File: src/rtl/nms_pkg.sv
`timescale 1ns / 1ps
`default_nettype none

package nms_pkg;

    localparam int FIELD_LANES = 4;
    localparam int DATA_W      = 16;
    localparam int USED_W      = 3;
    localparam int OUT_BITS    = 12;
    localparam int ACC_W       = 32;
    localparam int EXP_W       = 32;
    localparam int TAB_IDX_W   = 5;

    localparam int S_PAYLOAD_W = 2 * FIELD_LANES * DATA_W + USED_W;
    localparam int S_TDATA_W   = ((S_PAYLOAD_W + 7) / 8) * 8;
    localparam int M_TDATA_W   = ((OUT_BITS + 7) / 8) * 8;

    // status of the sigmoid unit as seen by the top level
    typedef struct packed {
        logic busy;
        logic res_valid;
    } sig_status_t;

    // round(exp(-2^p) * 2^31), p = -15 .. 4, indexed by p + 15
    function automatic logic [EXP_W-1:0] exp_tab(input logic [TAB_IDX_W-1:0] idx);
        logic [EXP_W-1:0] val;
        case (idx)
            5'd0:    val = 32'd2147418113;
            5'd1:    val = 32'd2147352580;
            5'd2:    val = 32'd2147221520;
            5'd3:    val = 32'd2146959424;
            5'd4:    val = 32'd2146435328;
            5'd5:    val = 32'd2145387520;
            5'd6:    val = 32'd2143293437;
            5'd7:    val = 32'd2139111403;
            5'd8:    val = 32'd2130771798;
            5'd9:    val = 32'd2114190000;
            5'd10:   val = 32'd2081412522;
            5'd11:   val = 32'd2017374191;
            5'd12:   val = 32'd1895147668;
            5'd13:   val = 32'd1672461947;
            5'd14:   val = 32'd1302514674;
            5'd15:   val = 32'd790015084;
            5'd16:   val = 32'd290630308;
            5'd17:   val = 32'd39332535;
            5'd18:   val = 32'd720401;
            5'd19:   val = 32'd242;
            default: val = '0;
        endcase
        return val;
    endfunction

endpackage

`default_nettype wire

File: src/rtl/nms_lane.sv
`timescale 1ns / 1ps
`default_nettype none

module nms_lane
    import nms_pkg::*;
#(
    parameter int LANE_IDX = 0
) (
    input  wire                     aclk,
    input  wire                     load,
    input  wire signed [DATA_W-1:0] weight,
    input  wire signed [DATA_W-1:0] activ,
    input  wire        [USED_W-1:0] lanes_used,
    output logic signed [ACC_W-1:0] prod
);

    logic signed [ACC_W-1:0] prod_reg;
    logic signed [ACC_W-1:0] prod_next;
    logic                    lane_on;

    assign lane_on = 32'(lanes_used) > 32'(LANE_IDX);

    always_comb begin
        prod_next = '0;
        if (lane_on) begin
            prod_next = ACC_W'(weight * activ);
        end
    end

    always_ff @(posedge aclk) begin
        if (load) begin
            prod_reg <= prod_next;
        end
    end

    assign prod = prod_reg;

endmodule

`default_nettype wire

File: config.mk
export PLATFORM = sky130hd
export DESIGN_NAME = nms_lane
export DESIGN_NICKNAME = d
export VERILOG_FILES = /design/src/rtl/nms_pkg.sv /design/src/rtl/nms_lane.sv
export SDC_FILE = /design/constraint.sdc
export NUM_CORES = 1
export LEC_CHECK = 0
export CAP_MARGIN = 20
export CORE_MARGIN = 2
export CORE_UTILIZATION = 35
export DETAILED_ROUTE_END_ITERATION = 10
export DONT_BUFFER_PORTS = 1
export PLACE_DENSITY_LB_ADDON = 0.1
export SLEW_MARGIN = 20
export SYNTH_ARGS = -nofsm -noshare
export SYNTH_HDL_FRONTEND = slang
export SYNTH_SLANG_ARGS = --single-unit
export TNS_END_PERCENT = 20
File: constraint.sdc
create_clock -name aclk -period 6.7 [get_ports aclk]
set_input_delay 0.67 -clock aclk [delete_from_list [all_inputs] [get_ports aclk]]
set_output_delay 0.67 -clock aclk [all_outputs]
set_load 0.1 [all_outputs]
After elaboration in Yosys (flattened, before gate mapping)
Index checks and enable logic that the tools add are counted.
{"block": "word_totals", "memories": 0, "ff_bits": 32, "mem_bits_rw": 0, "latch_bits": 0, "output_inout_bits": 32, "romBits": 0}
{"block": "classes", "bitwise": 0, "n_reduce_logical": 0, "addsub": 0, "div": 0, "magnitude_cmp": 1, "n_shift": 0, "multipliers": 1, "mux": 0, "n_eq_ne": 0}
{"operator": "$mul A16 B16 Y32", "n": 1}
{"operator": "$gt A3 B1 Y1 const B", "n": 1}

Longest topological paths before layout
Gate-level depths: netlist of run 1.
{"block": "logic_depth", "depth_word": 1, "ltp_mapped": 22, "depth_no_buf": 20}

Worst setup path after synthesis of run 1
No wires, ideal clock.
{"block": "synth_timing", "path_type": "input-to-reg", "startpoint": "input weight[15]", "endpoint": "register prod_reg[31] (netlist: prod[31]), data pin", "path_stages": 19, "arrival_time_ns": 5.963, "path_buffers": 1, "setup_ns": 0.257, "setup_slack_ns": 0.479, "required_ns": 6.443, "cell_sequence": "clkbuf_1 nand2_1 inv_1 fa_1 fa_1 fa_1 fa_1 fa_1 inv_1 fa_1 inv_1 ha_1 a21oi_1 o21ai_1 and3_1 or4_1 o21ai_1 o21a_1 mux2i_1"}
{"block": "synth_between", "elab_chain_len": 1}
{"element": "start, declared", "line_no": "nms_lane.sv:11", "rtl": "input wire signed [DATA_W-1:0] weight,"}
{"element": "$mul A16 B16 Y32", "line_no": "nms_lane.sv:26", "rtl": "prod_next = ACC_W'(weight * activ);"}
{"element": "end signal, assigned", "line_no": "nms_lane.sv:32", "rtl": "prod_reg <= prod_next;"}
{"element": "end, declared", "line_no": "nms_lane.sv:17", "rtl": "logic signed [ACC_W-1:0] prod_reg;"}
Every way passes these cells.
A chain may end at the register's enable or synchronous reset.

Worst setup path in the final report of run 1
Ends and elaborated chain as after synthesis.

==> results of run 1 <==
## cells in the mapped netlist (6+ instances only)
cell type,count
o21ai_0,12
xor2_1,10
o21a_1,7
fa_1,262
a21oi_1,25
a21o_1,12
clkbuf_1,34
nand2b_1,6
nor2_1,37
xnor2_1,16
nand2_1,140
ha_1,82
inv_1,289
and2_1,126
nor3_1,11
edfxtp_1,32
## logic make-up (layout without fill, tap and decap cells)
| kind of cell | Yosys count | after routing | synth area share |
|---|---|---|---|
| DFF | 32 | 32 | 0.0868 |
| xor gates and xnor gates | 26 | 26 | 0.0206 |
| AOI/OAI and AO/OA | 92 | 92 | 0.0561 |
| adders and majority gates | 344 | 344 | 0.567 |
| muxes | 2 | 2 | 0.00181 |
| buffers and inverters | 327 | 300 | 0.113 |
| and+or+nand+nor | 346 | 346 | 0.155 |
## routing by layer
layer	GRT usage	up-vias	part of all wire
met5	0	-	0
met4	0.0114	0	0.0055
met3	0.0187	12	0.023
met2	0.324	85	0.55
met1	0.216	3951	0.42
li1	-	3419	-
## area by class of cell
cell class              count  share of cell area
clock buffers               5              0.0108
clock inverters             3             0.00324
inverters                 289              0.0935
multi-input cells         810               0.764
flip-flops and latches     32              0.0829
well taps                 402              0.0434
repair buffers              3             0.00194
## stage by stage
stage	setup WS, ns	util	area, um2	std cells
3_3_place_gp	0.416	0.365	11400	1536
4_1_cts	0.630	0.370	11600	1544
6_report	0.637	0.370	11600	1544
3_5_place_dp	0.358	0.365	11400	1536
2_1_floorplan	0.479	-	11100	1169
5_1_grt	0.331	0.370	11600	1544
## worst min-delay path by stage
stage,end,slack [ns]
3_3_place_gp,prod[29]$_SDFFCE_PP0P_,0.78
3_5_place_dp,prod[30]$_SDFFCE_PP0P_,0.79
5_1_grt,prod[30]$_SDFFCE_PP0P_,0.49
4_1_cts,prod[31]$_SDFFCE_PP0P_,0.49
6_report,prod[31]$_SDFFCE_PP0P_,0.50
2_1_floorplan,prod[0]$_SDFFCE_PP0P_,0.78
==> out/results.txt, run 1 <==
synthesis warning total - 0
Yosys cell types - 54
delay-heaviest family, CP - adder cells
Achievable Freq - 165 MHz
total CTS buffers - 5
average size of a mapped cell - 9.47 um2
mapped cell area - 11,100 um2
CTS Buffer Depth - 2
CP Class - input port to flop
vias - 7,467
EDFF count, synth - 32
Crit. Startpoint - weight[15]
DRC Markers - 0
Area Growth Syn to Fin - 4.78%
area leader, netlist - fa_1
Yosys top cell area share - 0.474
CP dominant cell by count - fa_1
crit end category - flop
measured slew at the worst slew-check pin - 0.919 ns
Hold Crit Class - input port to flop
CTS tree - yes
routed length per placed instance - 17.2 um
number of global-route vias before repair - 8,223
antenna-violating nets left - 0
placed wire-length estimate - 22,600 um
Std-Cell Rows - 65
Storage cell area - 961 um2
commonest non-fill, non-tap cells in the layout - inv_1, fa_1, nand2_1
Die Ht - 182 um
Mapped Nets - 1,550
global-route wire length before repair - 44,100 um
I/O Buffers - 0
crit start category - input port
# resized after CTS - 0
GPL Wtd Cong - 0.782
Post-synth ARST share - 0
number of nets in the layout - 1,522
Max-cap violations - 0
share of layout cells above drive strength 1 - 0.0193
total wire length - 26,600 um
FF+latch count, synth - 32
clk root buf - clkbuf_16
hold_buf cts - 0
HP Start - load
CTS Sinks - 32
CP Depth - 18
DR vias/cell - 4.84
worst-path maximum fanout - 16
First DRT Iteration DRCs - 305
Fin. Hold Viols - 0
initial antenna violation count - 0
First-pass DRT Iterations - 5
Critical Path End - prod[31]$_SDFFCE_PP0P_
Starting Density - 0.353
largest net degree at the start of global routing - 33
RSZ-0062 raised after global routing - no
cells along the critical path - nand2_1 > inv_1 > fa_1 > fa_1 > fa_1 > fa_1 > fa_1 > inv_1 > fa_1 > inv_1 > ha_1 > a21oi_1 > o21ai_1 > and3_1 > or4_1 > o21ai_1 > o21a_1 > mux2i_1
Setup TNS Final - 0 ns
Slew Viols, Final - 0
Die ar. - 33,100 um2
Setup Viol. Count Final - 0
Slowest-stage cell, CP - fa_1
largest stage delay on the critical path - 0.83 ns
multi-input logic area - 8860 um2
max FFs per register - 32
H-tree depth - 2
synthesized instance count - 1,169
max_slew headroom - 0.388
worst path arrival time - 6.20 ns
GRT Total Usage - 0.170
crit path time final - 6.06 ns
top post-synthesis cells by area - fa_1, inv_1, ha_1
Buf+Inv Stages, Crit Path - 3
total setup buffers inserted after CTS - 0
WHS Path Cells - 0
Layout fillers - 3,234
clock slew at the register clock pins of the worst setup and hold paths - 0.05 ns
Post-synth top flop - edfxtp_1
Seq/Total Area, Yosys - 0.0868
total I/O pin count - 69
diode count - 0
period utilization - 0.905
Die Wd - 182 um
most common cell after layout, fill and taps aside - inv_1
WHS - 0.500 ns
gr ovfl total - 0
core box area - 31,300 um2
outcome - completed
CP required - 6.83 ns
Power of run 1 is not shown: default switching activity piles up to over one toggle a cycle in this logic, so the estimate is an artifact.
==> inputs of run 2 (changes only) <==
--- a/config.mk
+++ b/config.mk
@@ -10,7 +10,9 @@
 export CORE_UTILIZATION = 35
 export DETAILED_ROUTE_END_ITERATION = 10
 export DONT_BUFFER_PORTS = 1
+export MAX_ROUTING_LAYER = met4
 export PLACE_DENSITY_LB_ADDON = 0.1
+export RECOVER_POWER = 100
 export SLEW_MARGIN = 20
 export SYNTH_ARGS = -nofsm -noshare
 export SYNTH_HDL_FRONTEND = slang
==> run 2 against run 1 <==
Effect of this change: flip-flop and latch count is the same; non-clock buffer count stayed put; cell area is essentially flat; worst hold slack better by 0.0012 ns; cell count is the same; setup slack got worse by 0.13 ns; global-route usage up 0.52 points; fmax decreased by 2.1%.
==> out/results.txt, run 2 (synthesis results as in run 1) <==
outcome - completed
crit path time final - 6.19 ns
clock slew at the register clock pins of the worst setup and hold paths - 0.06 ns
total CTS buffers - 5
Starting Density - 0.353
share of layout cells above drive strength 1 - 0.0175
I/O Buffers - 0
number of global-route vias before repair - 8,212
DR vias/cell - 4.82
crit start category - input port
worst path arrival time - 6.33 ns
First-pass DRT Iterations - 4
max FFs per register - 32
initial antenna violation count - 0
period utilization - 0.924
global-route wire length before repair - 44,100 um
gr ovfl total - 0
Achievable Freq - 162 MHz
First DRT Iteration DRCs - 335
routed length per placed instance - 17.2 um
CP Class - input port to flop
Most Used Layer, Global Route - met2
hold_buf cts - 0
placed wire-length estimate - 22,600 um
Die Ht - 182 um
CTS Sinks - 32
cells along the critical path - nand2_1 > inv_1 > fa_1 > fa_1 > fa_1 > fa_1 > fa_1 > inv_1 > fa_1 > inv_1 > ha_1 > a21oi_1 > o21ai_0 > and3_1 > or4_1 > o21ai_0 > o21a_1 > mux2i_1
Die ar. - 33,100 um2
total setup buffers inserted after CTS - 0
Max-cap violations - 0
Hold Crit Class - input port to flop
worst slack, placed - 0.358 ns
crit end category - flop
GRT Total Usage - 0.175
Std-Cell Rows - 65
delay-heaviest family, CP - adder cells
commonest non-fill, non-tap cells in the layout - inv_1, fa_1, nand2_1
vias - 7,448
worst-path maximum fanout - 16
Buf+Inv Stages, Crit Path - 3
Fin. Hold Viols - 0
Slew Viols, Final - 0
largest stage delay on the critical path - 0.83 ns
DRC Markers - 0
RSZ-0062 raised after global routing - no
CTS tree - yes
setup ws final - 0.509 ns
antenna-violating nets left - 0
Area Growth Syn to Fin - 4.71%
# resized after CTS - 0
most common cell after layout, fill and taps aside - inv_1
CP dominant cell by count - fa_1
total I/O pin count - 69
CTS Buffer Depth - 2
CP required - 6.83 ns
Die Wd - 182 um
number of nets in the layout - 1,522
GR Util met2 - 0.324
max_slew headroom - 0.389
GR Util met3 - 0.0187
clk root buf - clkbuf_16
GPL Wtd Cong - 0.793
Slowest-stage cell, CP - fa_1
Setup Viol. Count Final - 0
GR Layer Usage met1 - 0.217
largest net degree at the start of global routing - 33
core box area - 31,300 um2
H-tree depth - 2
total wire length - 26,500 um
Setup TNS Final - 0 ns
diode count - 0
measured slew at the worst slew-check pin - 0.919 ns
run 2: cell count changes in the layout (fill, tap and decap cells not counted):
cell | before | now
and2_0 | 0 | 10
and2_1 | 126 | 117
o21ai_0 | 12 | 15
o21ai_1 | 3 | 0
and2_2 | 4 | 3
o22ai_1 | 1 | 2
o22ai_2 | 1 | 0
run 2: cell type report:
type | instances | area, um2
Fill cell | 3237 | 19700
Sequential cell | 32 | 961
Inverter | 289 | 1080
Clock buffer | 5 | 125
Multi-Input combinational cell | 810 | 8850
Timing Repair Buffer | 3 | 22.5
Tap cell | 402 | 503
Clock inverter | 3 | 37.5
run 2: path summary, 6_finish.rpt:
check                 cells past startpoint                      to  slack, ns  startpoint
worst min-delay path                      0  prod[30]$_SDFFCE_PP0P_       0.50        load
worst max-delay path                     18  prod[31]$_SDFFCE_PP0P_       0.51  weight[15]
run 2: metrics by stage:
step / hold slack (ns) / cell area [um2] / cells / utilization
finish: 0.501 / 11600 / 1544 / 0.370
global route: 0.488 / 11600 / 1544 / 0.370
CTS: 0.494 / 11600 / 1544 / 0.370
detailed placement: 0.785 / 11400 / 1536 / 0.365
global placement: 0.785 / 11400 / 1536 / 0.365
floorplan: 0.782 / 11100 / 1169 / -
run 2: routing by layer:
layer	vias up	share of wire
li1	3416	-
met1	3940	0.42
met2	80	0.55
met3	12	0.024
met4	0	0.0055
met5	-	0
Power of run 2 is left out for the same reason.
