## src/rtl/nms_pkg.sv

```systemverilog
`timescale 1ns / 1ps
`default_nettype none

package nms_pkg;

    localparam int FIELD_LANES = 4;
    localparam int DATA_W      = 16;
    localparam int USED_W      = 3;
    localparam int OUT_BITS    = 12;
    localparam int ACC_W       = 32;
    localparam int EXP_W       = 32;
    localparam int TAB_IDX_W   = 5;

    localparam int S_PAYLOAD_W = 2 * FIELD_LANES * DATA_W + USED_W;
    localparam int S_TDATA_W   = ((S_PAYLOAD_W + 7) / 8) * 8;
    localparam int M_TDATA_W   = ((OUT_BITS + 7) / 8) * 8;

    // status of the sigmoid unit as seen by the top level
    typedef struct packed {
        logic busy;
        logic res_valid;
    } sig_status_t;

    // round(exp(-2^p) * 2^31), p = -15 .. 4, indexed by p + 15
    function automatic logic [EXP_W-1:0] exp_tab(input logic [TAB_IDX_W-1:0] idx);
        logic [EXP_W-1:0] val;
        case (idx)
            5'd0:    val = 32'd2147418113;
            5'd1:    val = 32'd2147352580;
            5'd2:    val = 32'd2147221520;
            5'd3:    val = 32'd2146959424;
            5'd4:    val = 32'd2146435328;
            5'd5:    val = 32'd2145387520;
            5'd6:    val = 32'd2143293437;
            5'd7:    val = 32'd2139111403;
            5'd8:    val = 32'd2130771798;
            5'd9:    val = 32'd2114190000;
            5'd10:   val = 32'd2081412522;
            5'd11:   val = 32'd2017374191;
            5'd12:   val = 32'd1895147668;
            5'd13:   val = 32'd1672461947;
            5'd14:   val = 32'd1302514674;
            5'd15:   val = 32'd790015084;
            5'd16:   val = 32'd290630308;
            5'd17:   val = 32'd39332535;
            5'd18:   val = 32'd720401;
            5'd19:   val = 32'd242;
            default: val = '0;
        endcase
        return val;
    endfunction

endpackage

`default_nettype wire

```

## src/rtl/nms_merge.sv

```systemverilog
`timescale 1ns / 1ps
`default_nettype none

module nms_merge
    import nms_pkg::*;
#(
    parameter int NUM_LANES = 4,
    parameter int FRAC_BITS = 12
) (
    input  wire                     aclk,
    input  wire                     aresetn,
    input  wire                     add_en,
    input  wire                     clear,
    input  wire signed [ACC_W-1:0]  prod [NUM_LANES],
    output logic signed [ACC_W-1:0] acc
);

    logic signed [ACC_W-1:0] acc_reg;
    logic signed [ACC_W-1:0] acc_next;
    logic signed [ACC_W-1:0] lane_sum;

    always_comb begin
        lane_sum = acc_reg;
        for (int i = 0; i < NUM_LANES; i++) begin
            lane_sum = lane_sum + (prod[i] >>> FRAC_BITS);
        end
    end

    always_comb begin
        acc_next = acc_reg;
        if (clear) begin
            acc_next = '0;
        end else if (add_en) begin
            acc_next = lane_sum;
        end
    end

    always_ff @(posedge aclk) begin
        if (!aresetn) begin
            acc_reg <= '0;
        end else begin
            acc_reg <= acc_next;
        end
    end

    assign acc = acc_reg;

endmodule

`default_nettype wire

```

## config.mk

```make
export PLATFORM = sky130hd
export DESIGN_NAME = nms_merge
export DESIGN_NICKNAME = d
export VERILOG_FILES = /design/src/rtl/nms_pkg.sv /design/src/rtl/nms_merge.sv
export SDC_FILE = /design/constraint.sdc
export NUM_CORES = 1
export LEC_CHECK = 0
export BUFFER_PORTS_ARGS = -buffer_cell sky130_fd_sc_hd__buf_2
export CAP_MARGIN = 40
export CORE_AREA = 2 2 130 132
export CTS_BUF_LIST = sky130_fd_sc_hd__clkbuf_16
export DETAILED_ROUTE_END_ITERATION = 8
export DIE_AREA = 0 0 132 134
export HOLD_SLACK_MARGIN = 0.15
export SLEW_MARGIN = 20
export SYNTH_ARGS = -nofsm -noshare
export SYNTH_HDL_FRONTEND = slang
export SYNTH_SLANG_ARGS = --single-unit
```

## constraint.sdc

```tcl
create_clock -name aclk -period 5.3 [get_ports aclk]
set_clock_uncertainty 0.05 [all_clocks]
set_input_delay 0.53 -clock aclk [delete_from_list [all_inputs] [get_ports aclk]]
set_output_delay 0.53 -clock aclk [all_outputs]
set_load 0.05 [all_outputs]
```

# --- After elaboration in Yosys (flattened, before gate mapping) ---
# Cells that the tools add are included.
word_totals:
  register_bits: 32
  inputBits: 132
  output_inout_bits: 32
classes:
  addsub: 4
  n_bitwise: 1
  n_reduce_logical: 1
ops:
  columns: ["op", "n"]
  rows:
  - ["$add A32 B20 Y32", 4]
  - ["$reduce_or A2 Y1", 1]
  - ["$not A1 Y1", 1]

# --- Depth between registers and ports, before layout ---
# Gate-level depths: netlist of the first run.
logic_depth:
  ltp_word: 4
  ltp_mapped: 18

# --- Worst setup path after synthesis of the first run ---
# OpenSTA, ideal clock, no wires.
synth_timing:
  path_type: "input to register"
  start: "input prod[14] (netlist name)"
  end: "register acc_reg[24] (netlist: acc[24])"
  setup_ps: 131
  arrival_ps: 4124
  required_time_ps: 5119
  slack_ps: 996
  path_stages: 17
  n_path_buf: 0
  cell_sequence: "inv_1 fa_1 inv_1 fa_1 inv_1 fa_1 inv_1 ha_1 a21o_1 and4_1 o31a_1 nand2_1 o211ai_1 a311oi_2 o21ai_0 xnor2_1 o21ai_0"
synth_via:
  elab_chain_cells: 1
synth_lines:
  columns: ["item", "line", "text"]
  rows:
  - ["start, declared", "nms_merge.sv:14", "input wire signed [ACC_W-1:0] prod [NUM_LANES],"]
  - ["$add A32 B20 Y32", "nms_merge.sv:25", "lane_sum = lane_sum + (prod[i] >>> FRAC_BITS);"]
  - ["end signal, assigned", "nms_merge.sv:42", "acc_reg <= acc_next;"]
  - ["end, declared", "nms_merge.sv:18", "logic signed [ACC_W-1:0] acc_reg;"]
# No other way between the ends.
# A chain may end at the register's enable or synchronous reset.

# --- Worst setup path after layout of the first run ---
# Ends and elaborated chain as after synthesis.

==> flow_metrics.env, run 1 <==
export IMPL_status="completed"
export IMPL_yosysTopAreaCell="fa_1"
export IMPL_synth_ff_type="dfxtp_1"
export IMPL_vdd_ir_drop_max_mv=0.186
export IMPL_worstSkewPairLatency_ps=280
export IMPL_setup_viol=0
export IMPL_diodes=0
export IMPL_initial_core_util_pct=29.6
export IMPL_dr_total_vias=3860
export IMPL_synth_seq_area_share_pct=13.3
export IMPL_wire_per_inst_um=11.4
export IMPL_gr_total_overflow=0
export IMPL_crit_arrival_ps=4580
export IMPL_cts_tree="yes"
export IMPL_cts_max_path_buffers=2
export IMPL_met3_length_um=443
export IMPL_clkSlewWorstSetupHoldPaths_ps=60
export IMPL_cp_max_fo=4
export IMPL_final_min_clock_period_ps=4480
export IMPL_crit_path_end_kind="register"
export IMPL_htree_levels=2
export IMPL_synthArstFlopShare_pct=0
export IMPL_syn_avg_cell_area_um2=8.47
export IMPL_tns_ps=0
export IMPL_grt_usage_pct=12.4
export IMPL_via_per_inst=4.28
export IMPL_gp_congestion=0.763
export IMPL_cts_resized=0
export IMPL_holdPathStages=2
export IMPL_synth_edf_count=0
export IMPL_grt_pass1_vias=3972
export IMPL_boundaryPins=164
export IMPL_grt_max_degree=29
export IMPL_mostFrequentLayoutCells="175 x inv_1, 115 x buf_2, 71 x fa_1"
export IMPL_core_um2=16300
export IMPL_syn_inst=570
export IMPL_clock_sinks=32
export IMPL_nets=918
export IMPL_ff2ff_setup_slack_ps=1820
export IMPL_cts_root_buffer="clkbuf_16"
export IMPL_yosys_warnings=0
export IMPL_syn_area_um2=4830
export IMPL_synth_top_area_share_pct=29.4
export IMPL_synth_seq_cells=32
export IMPL_crit_required_ps=5390
export IMPL_fp_dieW_um=132
export IMPL_p_leak_nw=3.23
export IMPL_wl_um=10300
export IMPL_row_count=47
export IMPL_rsz0062_at_grt="false"
export IMPL_holdWs_ps=441
export IMPL_die_y_um=134
export IMPL_max_slew_margin_pct=60.3
export IMPL_path_class="primary input to register"
export IMPL_dr_wl_met2_um=4960
export IMPL_maxUsedRoutingLayer="met4"
export IMPL_met1_length_um=4830
export IMPL_dp_hpwl_um=8660
export IMPL_grt_pass1_wl_um=18300
export IMPL_drt_pass1_iterations=4
export IMPL_tightest_slew_ps=595
export IMPL_layout_commonest_cell="inv_1"
export IMPL_fmax_ghz=0.223
export IMPL_p_per_area_nw_per_um2=599
export IMPL_largest_register_ffs=32
export IMPL_finalHoldViolCount=0
export IMPL_r2r_cells=15
export IMPL_report_final_slew_viol_count=0
export IMPL_cts_setup_buffers=0
export IMPL_holdBufCountCts=0
export IMPL_drive_gt1_share_pct=19.5
export IMPL_area_growth_pct=19.5
export IMPL_final_antenna_net_count=0
export IMPL_ys_types=53
export IMPL_drcViolationCount=0
export IMPL_drtIter0Drc=135
export IMPL_hold_class="register to register"
export IMPL_ys_top_cells_by_area="fa_1 29%, inv_1 14%, dfxtp_1 13%"
export IMPL_fin_crit_sh_pct=84.6
export IMPL_cts_buffers=5
export IMPL_synth_fp_nets=806
export IMPL_p_total_mw=3.45
export IMPL_drv_cap=0
export IMPL_dieArea_um2=17700
export IMPL_portBuffers=115
export IMPL_antenna_found_initial=0
export IMPL_start_kind="primary input"
[through the flow]
stage | area [µm²] | std cells | setup slack [ps] | util [%]
floorplan | 4830 | 570 | 996 | -
global placement | 5600 | 893 | 534 | 34.4
detailed placement | 5620 | 894 | 522 | 34.5
global route | 5770 | 902 | 486 | 35.4
CTS | 5760 | 901 | 788 | 35.3
finish | 5770 | 902 | 815 | 35.4
[power by group]
group,total (mW),switching (mW),leakage (nW),internal [mW]
registers,0.384,0.0680,0.261,0.316
logic,2.79,1.68,2.90,1.12
clock network,0.279,0.110,0.0648,0.168
[worst max-delay path: stages]
cell	delay [ps]
buf_2	80
inv_1	40
fa_1	530
inv_1	50
fa_1	500
inv_1	50
fa_1	570
inv_1	60
ha_1	280
a21o_1	190
and4_1	220
o31a_1	360
nand2_1	100
o211ai_1	160
a311oi_2	410
o21ai_0	180
xnor2_1	160
o21ai_0	90
[kinds of logic (layout without fill, tap and decap cells)]
group / after synthesis / in the layout / synth area share (%)
compound gates: 95 / 95 / 13.2
xor+xnor: 27 / 27 / 4.90
flops: 32 / 32 / 13.3
buf+inv: 189 / 301 / 15.6
fa+ha+maj: 104 / 104 / 38.0
mux: 22 / 22 / 4.56
simple gates: 101 / 101 / 10.4
[final cells by class]
cell class | instances | area (µm²)
clock inverters | 2 | 7.51
clock buffers | 5 | 125
fillers | 1747 | 10500
inverters | 175 | 657
multi-input cells | 349 | 3430
repair buffers | 119 | 633
flip-flops and latches | 32 | 641
well taps | 220 | 275
[layer usage]
metal  up-vias  global-route usage, %
li1       1981                      -
met1      1788                   16.1
met2        86                   21.9
met3         5                   1.74
met4         0                   3.02
met5         -                      0
[synthesized netlist by cell type (2+ instances only)]
library cell,instances
xor2_1,13
inv_1,175
ha_1,33
nand2_1,19
nor3_1,10
nor3b_1,2
nand3_1,6
o21ai_0,12
and3_1,3
and4_1,2
nor2_1,37
nand2b_1,6
o21a_1,6
a21o_1,21
a211oi_1,3
a31oi_1,6
dfxtp_1,32
clkbuf_1,8
o211ai_1,2
xnor2_1,14
a21boi_0,2
o22ai_1,4
a21oi_1,27
nor2b_1,3
nand4_1,5
mux2i_1,22
fa_1,71
[final timing paths]
check | start | end
setup / recovery | prod[14] | acc[24]$_SDFFE_PP0P_
hold / removal | acc[2]$_SDFFE_PP0P_ | acc[2]$_SDFFE_PP0P_
setup reg to reg | acc[1]$_SDFFE_PP0P_ | acc[29]$_SDFFE_PP0P_
hold reg to reg | acc[2]$_SDFFE_PP0P_ | acc[2]$_SDFFE_PP0P_
No activity file was read; power rests on OpenSTA's default activity.
==> run 2, diff against run 1 <==
==> constraint.sdc (replaced) <==
create_clock -name aclk -period 3.88 [get_ports aclk]
set_clock_uncertainty 0.05 [all_clocks]
set_input_delay 0.388 -clock aclk [delete_from_list [all_inputs] [get_ports aclk]]
set_output_delay 0.388 -clock aclk [all_outputs]
set_load 0.05 [all_outputs]
==> run 2 against run 1 <==
- the flow now finishes with violations (setup timing)
- sequential share of layout area fell by 1.6 points
- setup slack got worse by 990 ps
- flip-flop and latch count unchanged
- die area stayed put
==> flow_metrics.env, run 2 (synthesis results as in run 1) <==
export IMPL_fp_dieW_um=132
export IMPL_mostFrequentLayoutCells="157 x inv_1, 111 x buf_2, 86 x buf_4"
export IMPL_p_per_area_nw_per_um2=941
export IMPL_drive_gt1_share_pct=36.4
export IMPL_clkSlewWorstSetupHoldPaths_ps=50
export IMPL_setup_viol=8
export IMPL_crit_arrival_ps=4170
export IMPL_drtIter0Drc=122
export IMPL_wl_um=11700
export IMPL_violations="setup timing"
export IMPL_cts_buffers=5
export IMPL_dp_hpwl_um=9370
export IMPL_gp_congestion=0.838
export IMPL_via_per_inst=4.28
export IMPL_grt_usage_pct=13.5
export IMPL_cts_root_buffer="clkbuf_16"
export IMPL_drcViolationCount=0
export IMPL_p_leak_nw=3.68
export IMPL_setup_ws_ps=-173
export IMPL_row_count=47
export IMPL_final_min_clock_period_ps=4050
export IMPL_antenna_found_initial=0
export IMPL_placed_area_um2=6270
export IMPL_cts_max_path_buffers=2
export IMPL_finalHoldViolCount=0
export IMPL_vdd_ir_drop_max_mv=0.382
export IMPL_area_growth_pct=40.1
export IMPL_p_total_mw=6.37
export IMPL_portBuffers=115
export IMPL_worstSkewPairLatency_ps=280
export IMPL_gr_total_overflow=0
export IMPL_rsz0062_at_grt="true"
export IMPL_fmax_ghz=0.247
export IMPL_diodes=0
export IMPL_core_um2=16300
export IMPL_die_y_um=134
export IMPL_clock_sinks=32
export IMPL_fillCellCount=1649
export IMPL_nets=1003
export IMPL_wire_per_inst_um=11.9
export IMPL_cp_max_fo=5
export IMPL_boundaryPins=164
export IMPL_start_kind="primary input"
export IMPL_final_antenna_net_count=0
export IMPL_tightest_slew_ps=514
export IMPL_layout_commonest_cell="inv_1"
export IMPL_drv_cap=0
export IMPL_status="finished with violations"
export IMPL_htree_levels=2
export IMPL_cts_tree="yes"
export IMPL_path_class="primary input to register"
export IMPL_fin_crit_sh_pct=104
export IMPL_hold_class="register to register"
export IMPL_dr_total_vias=4220
export IMPL_grt_pass1_vias=4279
export IMPL_report_final_slew_viol_count=0
export IMPL_crit_required_ps=4000
export IMPL_grt_max_degree=32
export IMPL_crit_path_end_kind="register"
export IMPL_holdBufCountCts=0
export IMPL_dieArea_um2=17700
export IMPL_grt_pass1_wl_um=19600
export IMPL_initial_core_util_pct=29.6
export IMPL_largest_register_ffs=32
export IMPL_final_area_um2=6760
export IMPL_drt_pass1_iterations=6
export IMPL_max_slew_margin_pct=65.7
[run 2: cell types whose count changed in the layout (fill, tap and decap cells not counted), sizes merged]
cell / delta
buf: +85
[run 2: final timing paths]
kind	startpoint	to	slack [ps]	cells after the start
min reg2reg	acc[2]$_SDFFE_PP0P_	acc[2]$_SDFFE_PP0P_	440	2
min	acc[2]$_SDFFE_PP0P_	acc[2]$_SDFFE_PP0P_	440	2
max reg2reg	acc[12]$_SDFFE_PP0P_	acc[28]$_SDFFE_PP0P_	690	14
max	prod[24]	acc[28]$_SDFFE_PP0P_	-170	19
[run 2: layout make-up]
type                       instances  area [µm²]  share of cell area [%]
inverter                         175         672                    9.93
sequential                        32         641                    9.47
clock buffer                       5         125                    1.85
timing repair buffer             204        1300                    19.2
tap                              220         275                    4.07
multi-input combinational        349        3740                    55.3
clock inverter                     2        7.51                   0.111
[run 2: metrics by stage]
stage | setup TNS [ps] | worst slack (ps) | hold WS (ps) | utilization, % | instances
6_report | -516 | -173 | 444 | 41.5 | 987
4_1_cts | -1190 | -172 | 448 | 40.4 | 983
5_1_grt | -2750 | -328 | 473 | 41.5 | 987
2_1_floorplan | -333 | -174 | 612 | - | 570
3_5_place_dp | -7170 | -475 | 440 | 38.5 | 969
3_3_place_gp | -6570 | -435 | 428 | 38.5 | 969
[run 2: layer usage]
metal  track usage (%)  part of all wire [%]  up-vias
met5                 0                     0        -
met4              3.08                  0.98        0
met3              2.38                   4.5        8
met2              23.6                    49       89
met1              17.3                    46     1975
li1                  -                     -     2148
[run 2: power breakdown]
group          switching [mW]  internal, mW
clock network           0.150         0.230
registers              0.0973         0.432
logic                    2.82          2.63
[run 2: critical path, stage by stage]
cell	delay, ps
buf_8	70
inv_4	30
fa_1	540
inv_2	40
fa_1	520
inv_2	40
fa_1	510
inv_2	50
ha_4	270
buf_12	110
nand3_1	70
a21boi_0	390
nor3_2	80
o211ai_1	280
a311oi_2	140
buf_4	170
a31oi_1	200
mux2i_1	210
nand2_1	60
[run 2: timing repair]
action	in CTS	in global routing
gates resized for setup	30	49
gates cloned	0	0
endpoints found under the setup margin	15	22
setup buffers	7	4
pin swaps	21	23
