<file path="src/rtl/nms_pkg.sv">
`timescale 1ns / 1ps
`default_nettype none

package nms_pkg;

    localparam int FIELD_LANES = 4;
    localparam int DATA_W      = 16;
    localparam int USED_W      = 3;
    localparam int OUT_BITS    = 12;
    localparam int ACC_W       = 32;
    localparam int EXP_W       = 32;
    localparam int TAB_IDX_W   = 5;

    localparam int S_PAYLOAD_W = 2 * FIELD_LANES * DATA_W + USED_W;
    localparam int S_TDATA_W   = ((S_PAYLOAD_W + 7) / 8) * 8;
    localparam int M_TDATA_W   = ((OUT_BITS + 7) / 8) * 8;

    // status of the sigmoid unit as seen by the top level
    typedef struct packed {
        logic busy;
        logic res_valid;
    } sig_status_t;

    // round(exp(-2^p) * 2^31), p = -15 .. 4, indexed by p + 15
    function automatic logic [EXP_W-1:0] exp_tab(input logic [TAB_IDX_W-1:0] idx);
        logic [EXP_W-1:0] val;
        case (idx)
            5'd0:    val = 32'd2147418113;
            5'd1:    val = 32'd2147352580;
            5'd2:    val = 32'd2147221520;
            5'd3:    val = 32'd2146959424;
            5'd4:    val = 32'd2146435328;
            5'd5:    val = 32'd2145387520;
            5'd6:    val = 32'd2143293437;
            5'd7:    val = 32'd2139111403;
            5'd8:    val = 32'd2130771798;
            5'd9:    val = 32'd2114190000;
            5'd10:   val = 32'd2081412522;
            5'd11:   val = 32'd2017374191;
            5'd12:   val = 32'd1895147668;
            5'd13:   val = 32'd1672461947;
            5'd14:   val = 32'd1302514674;
            5'd15:   val = 32'd790015084;
            5'd16:   val = 32'd290630308;
            5'd17:   val = 32'd39332535;
            5'd18:   val = 32'd720401;
            5'd19:   val = 32'd242;
            default: val = '0;
        endcase
        return val;
    endfunction

endpackage

`default_nettype wire

</file>
<file path="src/rtl/nms_sigmoid.sv">
`timescale 1ns / 1ps
`default_nettype none

module nms_sigmoid
    import nms_pkg::*;
#(
    parameter int FRAC_BITS = 12
) (
    input  wire                     aclk,
    input  wire                     aresetn,
    input  wire                     start,
    input  wire signed [ACC_W-1:0]  acc,
    input  wire                     res_ready,
    output sig_status_t             status,
    output logic [OUT_BITS-1:0]     result
);

    localparam int MBITS = FRAC_BITS + 5;
    localparam int JW    = $clog2(MBITS);
    localparam int KW    = $clog2(OUT_BITS);
    localparam int TAB_OFS = 15 - FRAC_BITS;
    localparam logic signed [ACC_W-1:0] LIM = ACC_W'(16) << FRAC_BITS;
    localparam logic [EXP_W-1:0] EXP_ONE = EXP_W'(64'd1 << 31);
    localparam logic [2*EXP_W-1:0] RND_HALF = (2*EXP_W)'(64'd1 << 30);

    typedef enum logic [4:0] {
        S_IDLE = 5'b00001,
        S_MUL  = 5'b00010,
        S_RND  = 5'b00100,
        S_DIV  = 5'b01000,
        S_DONE = 5'b10000
    } sig_state_t;

    sig_state_t state_reg, state_next;

    logic [MBITS-1:0]      mag_reg, mag_next;
    logic                  neg_reg, neg_next;
    logic [EXP_W-1:0]      e_reg, e_next;
    logic [2*EXP_W-1:0]    prod_reg, prod_next;
    logic [JW-1:0]         j_reg, j_next;
    logic [KW-1:0]         k_reg, k_next;
    logic [EXP_W:0]        rem_reg, rem_next;
    logic [EXP_W:0]        den_reg, den_next;
    logic [OUT_BITS-1:0]   q_reg, q_next;

    logic [ACC_W-1:0]      mag_full;
    logic [EXP_W-1:0]      e_round;
    logic [EXP_W-1:0]      e_fin;
    logic [EXP_W+1:0]      rem_sh;
    logic [TAB_IDX_W-1:0]  tab_idx;

    always_comb begin
        if (acc > LIM || acc < -LIM) begin
            mag_full = LIM;
        end else if (acc < 0) begin
            mag_full = -acc;
        end else begin
            mag_full = acc;
        end
    end

    assign tab_idx = TAB_IDX_W'(32'(j_reg) + TAB_OFS);
    assign e_round = EXP_W'((prod_reg + RND_HALF) >> 31);
    assign e_fin   = mag_reg[j_reg] ? e_round : e_reg;
    assign rem_sh  = {rem_reg, 1'b0};

    always_comb begin
        state_next = state_reg;
        mag_next   = mag_reg;
        neg_next   = neg_reg;
        e_next     = e_reg;
        prod_next  = prod_reg;
        j_next     = j_reg;
        k_next     = k_reg;
        rem_next   = rem_reg;
        den_next   = den_reg;
        q_next     = q_reg;
        case (state_reg)
            S_IDLE: begin
                if (start) begin
                    mag_next   = mag_full[MBITS-1:0];
                    neg_next   = acc < 0;
                    e_next     = EXP_ONE;
                    j_next     = '0;
                    state_next = S_MUL;
                end
            end
            S_MUL: begin
                prod_next  = e_reg * exp_tab(tab_idx);
                state_next = S_RND;
            end
            S_RND: begin
                e_next = e_fin;
                if (32'(j_reg) == MBITS - 1) begin
                    den_next   = {1'b0, EXP_ONE} + {1'b0, e_fin};
                    rem_next   = neg_reg ? {1'b0, e_fin} : {1'b0, EXP_ONE};
                    k_next     = '0;
                    state_next = S_DIV;
                end else begin
                    j_next     = j_reg + 1'b1;
                    state_next = S_MUL;
                end
            end
            S_DIV: begin
                if (rem_sh >= {1'b0, den_reg}) begin
                    rem_next = (EXP_W+1)'(rem_sh - {1'b0, den_reg});
                    q_next   = {q_reg[OUT_BITS-2:0], 1'b1};
                end else begin
                    rem_next = rem_sh[EXP_W:0];
                    q_next   = {q_reg[OUT_BITS-2:0], 1'b0};
                end
                k_next = k_reg + 1'b1;
                if (32'(k_reg) == OUT_BITS - 1) begin
                    state_next = S_DONE;
                end
            end
            S_DONE: begin
                if (res_ready) begin
                    state_next = S_IDLE;
                end
            end
            default: begin
                state_next = S_IDLE;
            end
        endcase
    end

    always_ff @(posedge aclk) begin
        if (!aresetn) begin
            state_reg <= S_IDLE;
        end else begin
            state_reg <= state_next;
        end
    end

    always_ff @(posedge aclk) begin
        mag_reg  <= mag_next;
        neg_reg  <= neg_next;
        e_reg    <= e_next;
        prod_reg <= prod_next;
        j_reg    <= j_next;
        k_reg    <= k_next;
        rem_reg  <= rem_next;
        den_reg  <= den_next;
        q_reg    <= q_next;
    end

    assign status.busy      = state_reg != S_IDLE;
    assign status.res_valid = state_reg == S_DONE;
    assign result           = q_reg;

endmodule

`default_nettype wire

</file>
<file path="config.mk">
export PLATFORM = sky130hd
export DESIGN_NAME = nms_sigmoid
export DESIGN_NICKNAME = d
export VERILOG_FILES = /design/src/rtl/nms_pkg.sv /design/src/rtl/nms_sigmoid.sv
export SDC_FILE = /design/constraint.sdc
export NUM_CORES = 2
export LEC_CHECK = 0
export BUFFER_PORTS_ARGS = -buffer_cell sky130_fd_sc_hd__buf_2
export CAP_MARGIN = 20
export CORE_AREA = 3 3 312 314
export CTS_BUF_LIST = sky130_fd_sc_hd__clkbuf_8
export CTS_CLUSTER_SIZE = 16
export DETAILED_ROUTE_END_ITERATION = 10
export DIE_AREA = 0 0 315 317
export HOLD_SLACK_MARGIN = 0.05
export PLACE_DENSITY = 0.62
export SLEW_MARGIN = 25
export SYNTH_ARGS = -nofsm -noshare
export SYNTH_HDL_FRONTEND = slang
export SYNTH_SLANG_ARGS = --single-unit
export TNS_END_PERCENT = 30
</file>
<file path="constraint.sdc">
create_clock -name aclk -period 20.1 [get_ports aclk]
set_input_delay 0 -clock aclk [delete_from_list [all_inputs] [get_ports aclk]]
set_output_delay 0 -clock aclk [all_outputs]
set_load 0.01 [all_outputs]
</file>
== Word level (Yosys, flattened, before mapping) ==
Memories as Yosys holds them, arrays and structs flattened.
Index checks and enable logic that the tools add are counted.

* Bits in registers: 205
* ROM bits: 992
* Memories: 1
* Output and inout port bits: 14

{| class="wikitable"
|+ Memories
! name !! depth !! bits a word !! rd ports !! clocked after Yosys merged registers in !! wr ports !! line !! RTL
|-
| (no name shown) || 32 || 31 || 1 || 0 || 0 || nms_pkg.sv:27 || <nowiki>case (idx)</nowiki>
|}

* Add/sub/neg operators: 7
* Equal/unequal tests: 13
* Order comparisons: 5
* Multiplexer cells: 22
* Reduce and logical (&&, ||, !) cells: 9
* Multipliers: 1

{| class="wikitable"
|+ Operators with widths
! cell !! number
|-
| $mux 32 || 4
|-
| $mux 33 || 2
|-
| $pmux 33 s2 || 1
|-
| $pmux 32 s2 || 1
|-
| $add 63x31->63 const B || 1
|-
| $mul 32x32->63 || 1
|-
| $ge 34x33->1 || 1
|-
| $add 32x32->33 const A || 1
|-
| $sub 33x33->33 || 1
|-
| $gt 32x18->1 const B || 1
|-
| $lt 32x1->1 const B || 1
|-
| $lt 32x17->1 const B || 1
|-
| $mux 5 || 5
|-
| $pmux 5 s5 || 1
|-
| $mux 17 || 1
|-
| $neg 17->17 || 1
|-
| $eq 5x5->1 const B || 2
|-
| $ne 2x2->1 const B || 5
|-
| $pmux 5 s2 || 1
|-
| $mux 4 || 2
|-
| $pmux 4 s2 || 1
|-
| $reduce_and 2->1 || 4
|-
| $lt 5x6->1 const B || 1
|-
| $reduce_and 3->1 || 2
|-
| other kinds (13) || 15
|}

== Longest topological paths before layout ==
* Depth after elaboration: 6
* Depth in mapped cells: 40

== Worst setup path after synthesis ==
OpenSTA, ideal clock, no wires.

* Path type: reg2reg
* From: register j_reg[0]
* To: register prod_reg[60] (data pin)
* Stages on the path, launching flop included: 36
* Setup slack: 10.352 ns
* Data required time: 19.839 ns
* Arrival: 9.487 ns
* Setup time: 0.261 ns
* Path through: edfxtp_1 buf_2 inv_1 ha_1 inv_1 ha_1 clkbuf_1 clkbuf_1 buf_1 o21ai_0 o22ai_1 clkbuf_1 nand2_1 fa_1 fa_1 fa_1 fa_1 inv_1 fa_1 fa_1 fa_1 inv_1 fa_1 inv_1 ha_1 clkbuf_1 a21o_1 a21oi_1 o21ai_1 o31ai_1 or3_1 nor2_1 o41a_1 a211oi_2 o21bai_1 a221o_1

* Word-level cells in the longest chain between the ends: 4

{| class="wikitable"
|+ RTL lines
! item !! line !! RTL
|-
| start: declaration || nms_sigmoid.sv:40 || <nowiki>logic [JW-1:0] j_reg, j_next;</nowiki>
|-
| start signal: assignment || nms_sigmoid.sv:141 || <nowiki>j_reg <= j_next;</nowiki>
|-
| $add 5x2->5 || nms_sigmoid.sv:62 || <nowiki>assign tab_idx = TAB_IDX_W'(32'(j_reg) + TAB_OFS);</nowiki>
|-
| via tab_idx[0] || nms_sigmoid.sv:50 || <nowiki>logic [TAB_IDX_W-1:0] tab_idx;</nowiki>
|-
| $mem_v2 32x31 || n/a ||
|-
| $mux 32 || nms_sigmoid.sv:78 || <nowiki>case (state_reg)</nowiki>
|-
| $mul 32x32->63 || nms_sigmoid.sv:89 || <nowiki>prod_next = e_reg * exp_tab(tab_idx);</nowiki>
|-
| end signal: assignment || nms_sigmoid.sv:140 || <nowiki>prod_reg <= prod_next;</nowiki>
|-
| end: declaration || nms_sigmoid.sv:39 || <nowiki>logic [2*EXP_W-1:0] prod_reg, prod_next;</nowiki>
|}

The timed path passes the listed nets, and every way through them passes these cells. The select of a mux whose other input is x is not followed.
A chain may end at the register's enable or synchronous reset.

== Worst setup path in the final report ==
* From: register j_reg[1]
* To: register prod_reg[60] (data pin)

* Word-level cells in the longest chain between the ends: 4

{| class="wikitable"
|+ RTL lines
! item !! line
|-
| $add 5x2->5 || nms_sigmoid.sv:62
|-
| $mem_v2 32x31 || n/a
|-
| $mux 32 || nms_sigmoid.sv:78
|-
| $mul 32x32->63 || nms_sigmoid.sv:89
|}

Every way passes these cells. The select of a mux whose other input is x is not followed.

==> results_dict.tcl <==
set metrics [dict create \
    htree_levels 4 \
    critPathMaxFanout 30 \
    nNetsFinal 5719 \
    synth_compound_area_frac 0.0626 \
    multi_input_area_mm2 0.0331 \
    ys_top_cells_by_count "inv_1 (952), fa_1 (866), and2_1 (509)" \
    setup_tns_ns 0 \
    synthAdderAreaFrac 0.505 \
    start_util 0.449 \
    required_ns 20.34 \
    holdCritPathClass "in -> reg" \
    reg2reg_to "prod_reg[60]" \
    fmax_mhz 81.0 \
    worst_pin_slew_ns 1.13 \
    grt_max_degree 62 \
    synth_xor_area_frac 0.0228 \
    synth_top_flop_cell "edfxtp_1" \
    cts_buffers 17 \
    cts_sinks 175 \
    crit_type "reg -> reg" \
    antenna_found_initial 7 \
    final_area_mm2 0.0449 \
    die_y_um 317 \
    r2r_slack_ns 7.76 \
    track_usage 0.237 \
    drc_errors 0 \
    rsz0062_at_grt "no" \
    dr.pass1.iters 5 \
    fp.coreArea_mm2 0.0949 \
    globalplace.congestion 0.892 \
    preCtsSetupSlack_ns 7.98 \
    setup_slack_ns 7.76 \
    final_antenna_net_count 0 \
    min_period_ns 12.34 \
    drive_above_1_share 0.0465 \
    clockRootBuffer "clkbuf_8" \
    synth_most_common_cell "inv_1" \
    min-delay-start "start" \
    ys_top_cells_by_area "fa_1 (41%), edfxtp_1 (12%), ha_1 (9.7%)" \
    grt_pass1_wl_mm 183 \
    vias 30600 \
    synth_top_area_frac 0.407 \
    startpoint_type "flip-flop" \
    synth_top_family_by_area "adder cells" \
    drv_cap 0 \
    hold_violations 0 \
    r2r.worst_path.cells 33 \
    yosysWarningCount 0 \
    port_buffers 49 \
    syn_to_final_growth_pct 5.53 \
    end_kind "flip-flop" \
    yosys.area_share.simple 0.172 \
    grt_pass1_vias 33400 \
    cts-resized-gates 0 \
    synth_largest_area_cell "fa_1" \
    post_dp_cell_area_mm2 0.0442 \
    ys_seq_elements 175 \
    overflow 0 \
    drv_slew 0 \
    synth_cell_type_count 81 \
    outcome "finished clean" \
    die_w_um 315 \
    seq_area_mm2 0.00520 \
    min_period_over_period 0.614 \
    cts_tree "built" \
    syn_inst 4559 \
    synth.avg_cell_area_um2 9.33 \
    num_io_pins 50 \
    synth-edff-count 170 \
    post_cts_buffers 0 \
    clk_path_buf_depth 2 \
    viasPerCell 5.30 \
    reg2reg_from "j_reg[1]" \
    synthesis.nets 5792 \
    cp_common_cell "fa_1" \
    postCtsHoldBufs 27 \
    synthMuxAreaShare 0.00935 \
    slew_headroom 0.246 \
    dieArea_mm2 0.0999 \
    whs_path_depth 3 \
    crit_arrival_ns 12.58 \
    path_clk_slew_ns 0.10 \
    synth_area_mm2 0.0425 \
    slowest_stage "ha_1" \
    fin_skew_ns 0.0195 \
    stdcell_count 5764 \
    clk_latency_ns 0.49 \
    slowest_delay_ns 0.97 \
    num_rows 113 \
    dpl.hpwl_mm 82.9 \
    hold_path_end "j_reg[0]" \
    fill_cells 9059 \
    setup_viol 0 \
    wl_per_cell_um 19.6 \
    yosysSeqAreaShare 0.122 \
    routed_wl_mm 113 \
    placed_cells 5705 \
    n_antenna_cell 0 \
    synthArstFlopShare 0 \
    drtIter0Drc 1823 \
]
[worst max path at each step]
| stage | startpoint | end | slack [ns] | cells past startpoint |
|---|---|---|---|---|
| finish | j_reg[1] | prod_reg[60] | 7.76 | 33 |
| global placement | j_reg[1] | prod_reg[60] | 8.27 | 33 |
| floorplan | j_reg[0] | prod_reg[60] | 10.35 | 35 |
| detailed placement | j_reg[1] | prod_reg[60] | 7.98 | 33 |
| global route | j_reg[1] | prod_reg[60] | 7.24 | 33 |
| CTS | j_reg[1] | prod_reg[60] | 7.96 | 33 |
[per-stage QoR]
stage | hold slack (ns) | util
5_1_grt | 0.134 | 0.473
6_report | 0.135 | 0.473
3_3_place_gp | 0.236 | 0.466
2_1_floorplan | 0.0989 | -
3_5_place_dp | 0.244 | 0.466
4_1_cts | 0.102 | 0.473
[cell families after synthesis]
kind of cell,Yosys count
buffers and inverters,1194
DFF,175
adders and majority gates,1197
xor gates and xnor gates,108
and+or+nand+nor,1435
AOI/OAI and AO/OA,413
muxes,37
[area by class of cell]
type | count | area share
multi-input cells | 3190 | 0.736
flip-flops and latches | 175 | 0.116
inverters | 952 | 0.0796
well taps | 1265 | 0.0352
repair buffers | 150 | 0.0243
clock buffers | 17 | 0.00521
clock inverters | 15 | 0.00329
[worst max-delay path: cells and delay by family, from the launching register on]
kind	cells	cell delay [ns]
DFF	1	0.64
adders and majority gates	11	5.64
and+or+nand+nor	4	1.28
AOI/OAI and AO/OA	11	3.08
buffers and inverters	7	1.45
[cells in the final DEF, fill, tap and decap left out, types with 6 or more instances in the layout]
cell	Yosys	routed
and3_1	16	16
buf_4	1	72
or3_1	11	11
a21oi_1	114	106
o21ai_0	103	100
o211ai_1	8	8
xor2_1	51	51
nor2b_1	131	131
o21a_1	10	10
xnor2_1	55	54
and2_1	509	509
o31ai_1	13	12
ha_1	331	331
o22ai_1	26	23
a21oi_2	1	8
a211oi_1	10	9
fa_1	866	866
nor3_1	20	20
edfxtp_1	170	170
a31oi_1	7	6
clkbuf_8	0	17
dlygate4sd3_1	0	27
buf_2	5	49
mux2i_1	33	33
o21bai_1	12	12
a21boi_0	9	9
nand3_1	46	45
nand2b_1	19	19
nor2_1	146	143
nand2_1	490	489
a21o_1	50	50
nand4_1	23	23
inv_1	952	951
[per-layer routing]
layer / share of wire / wire length [um] / global-route usage / up-vias
li1: - / - / - / 13600
met1: 0.41 / 46300 / 0.302 / 15800
met2: 0.50 / 56300 / 0.417 / 898
met3: 0.053 / 6030 / 0.0287 / 250
met4: 0.039 / 4370 / 0.0829 / 2
met5: 0.00017 / 19 / 0 / -
Power is left out: the tool's default activity adds up to more than one toggle a clock period on the data nets, which glitch-free logic cannot reach.
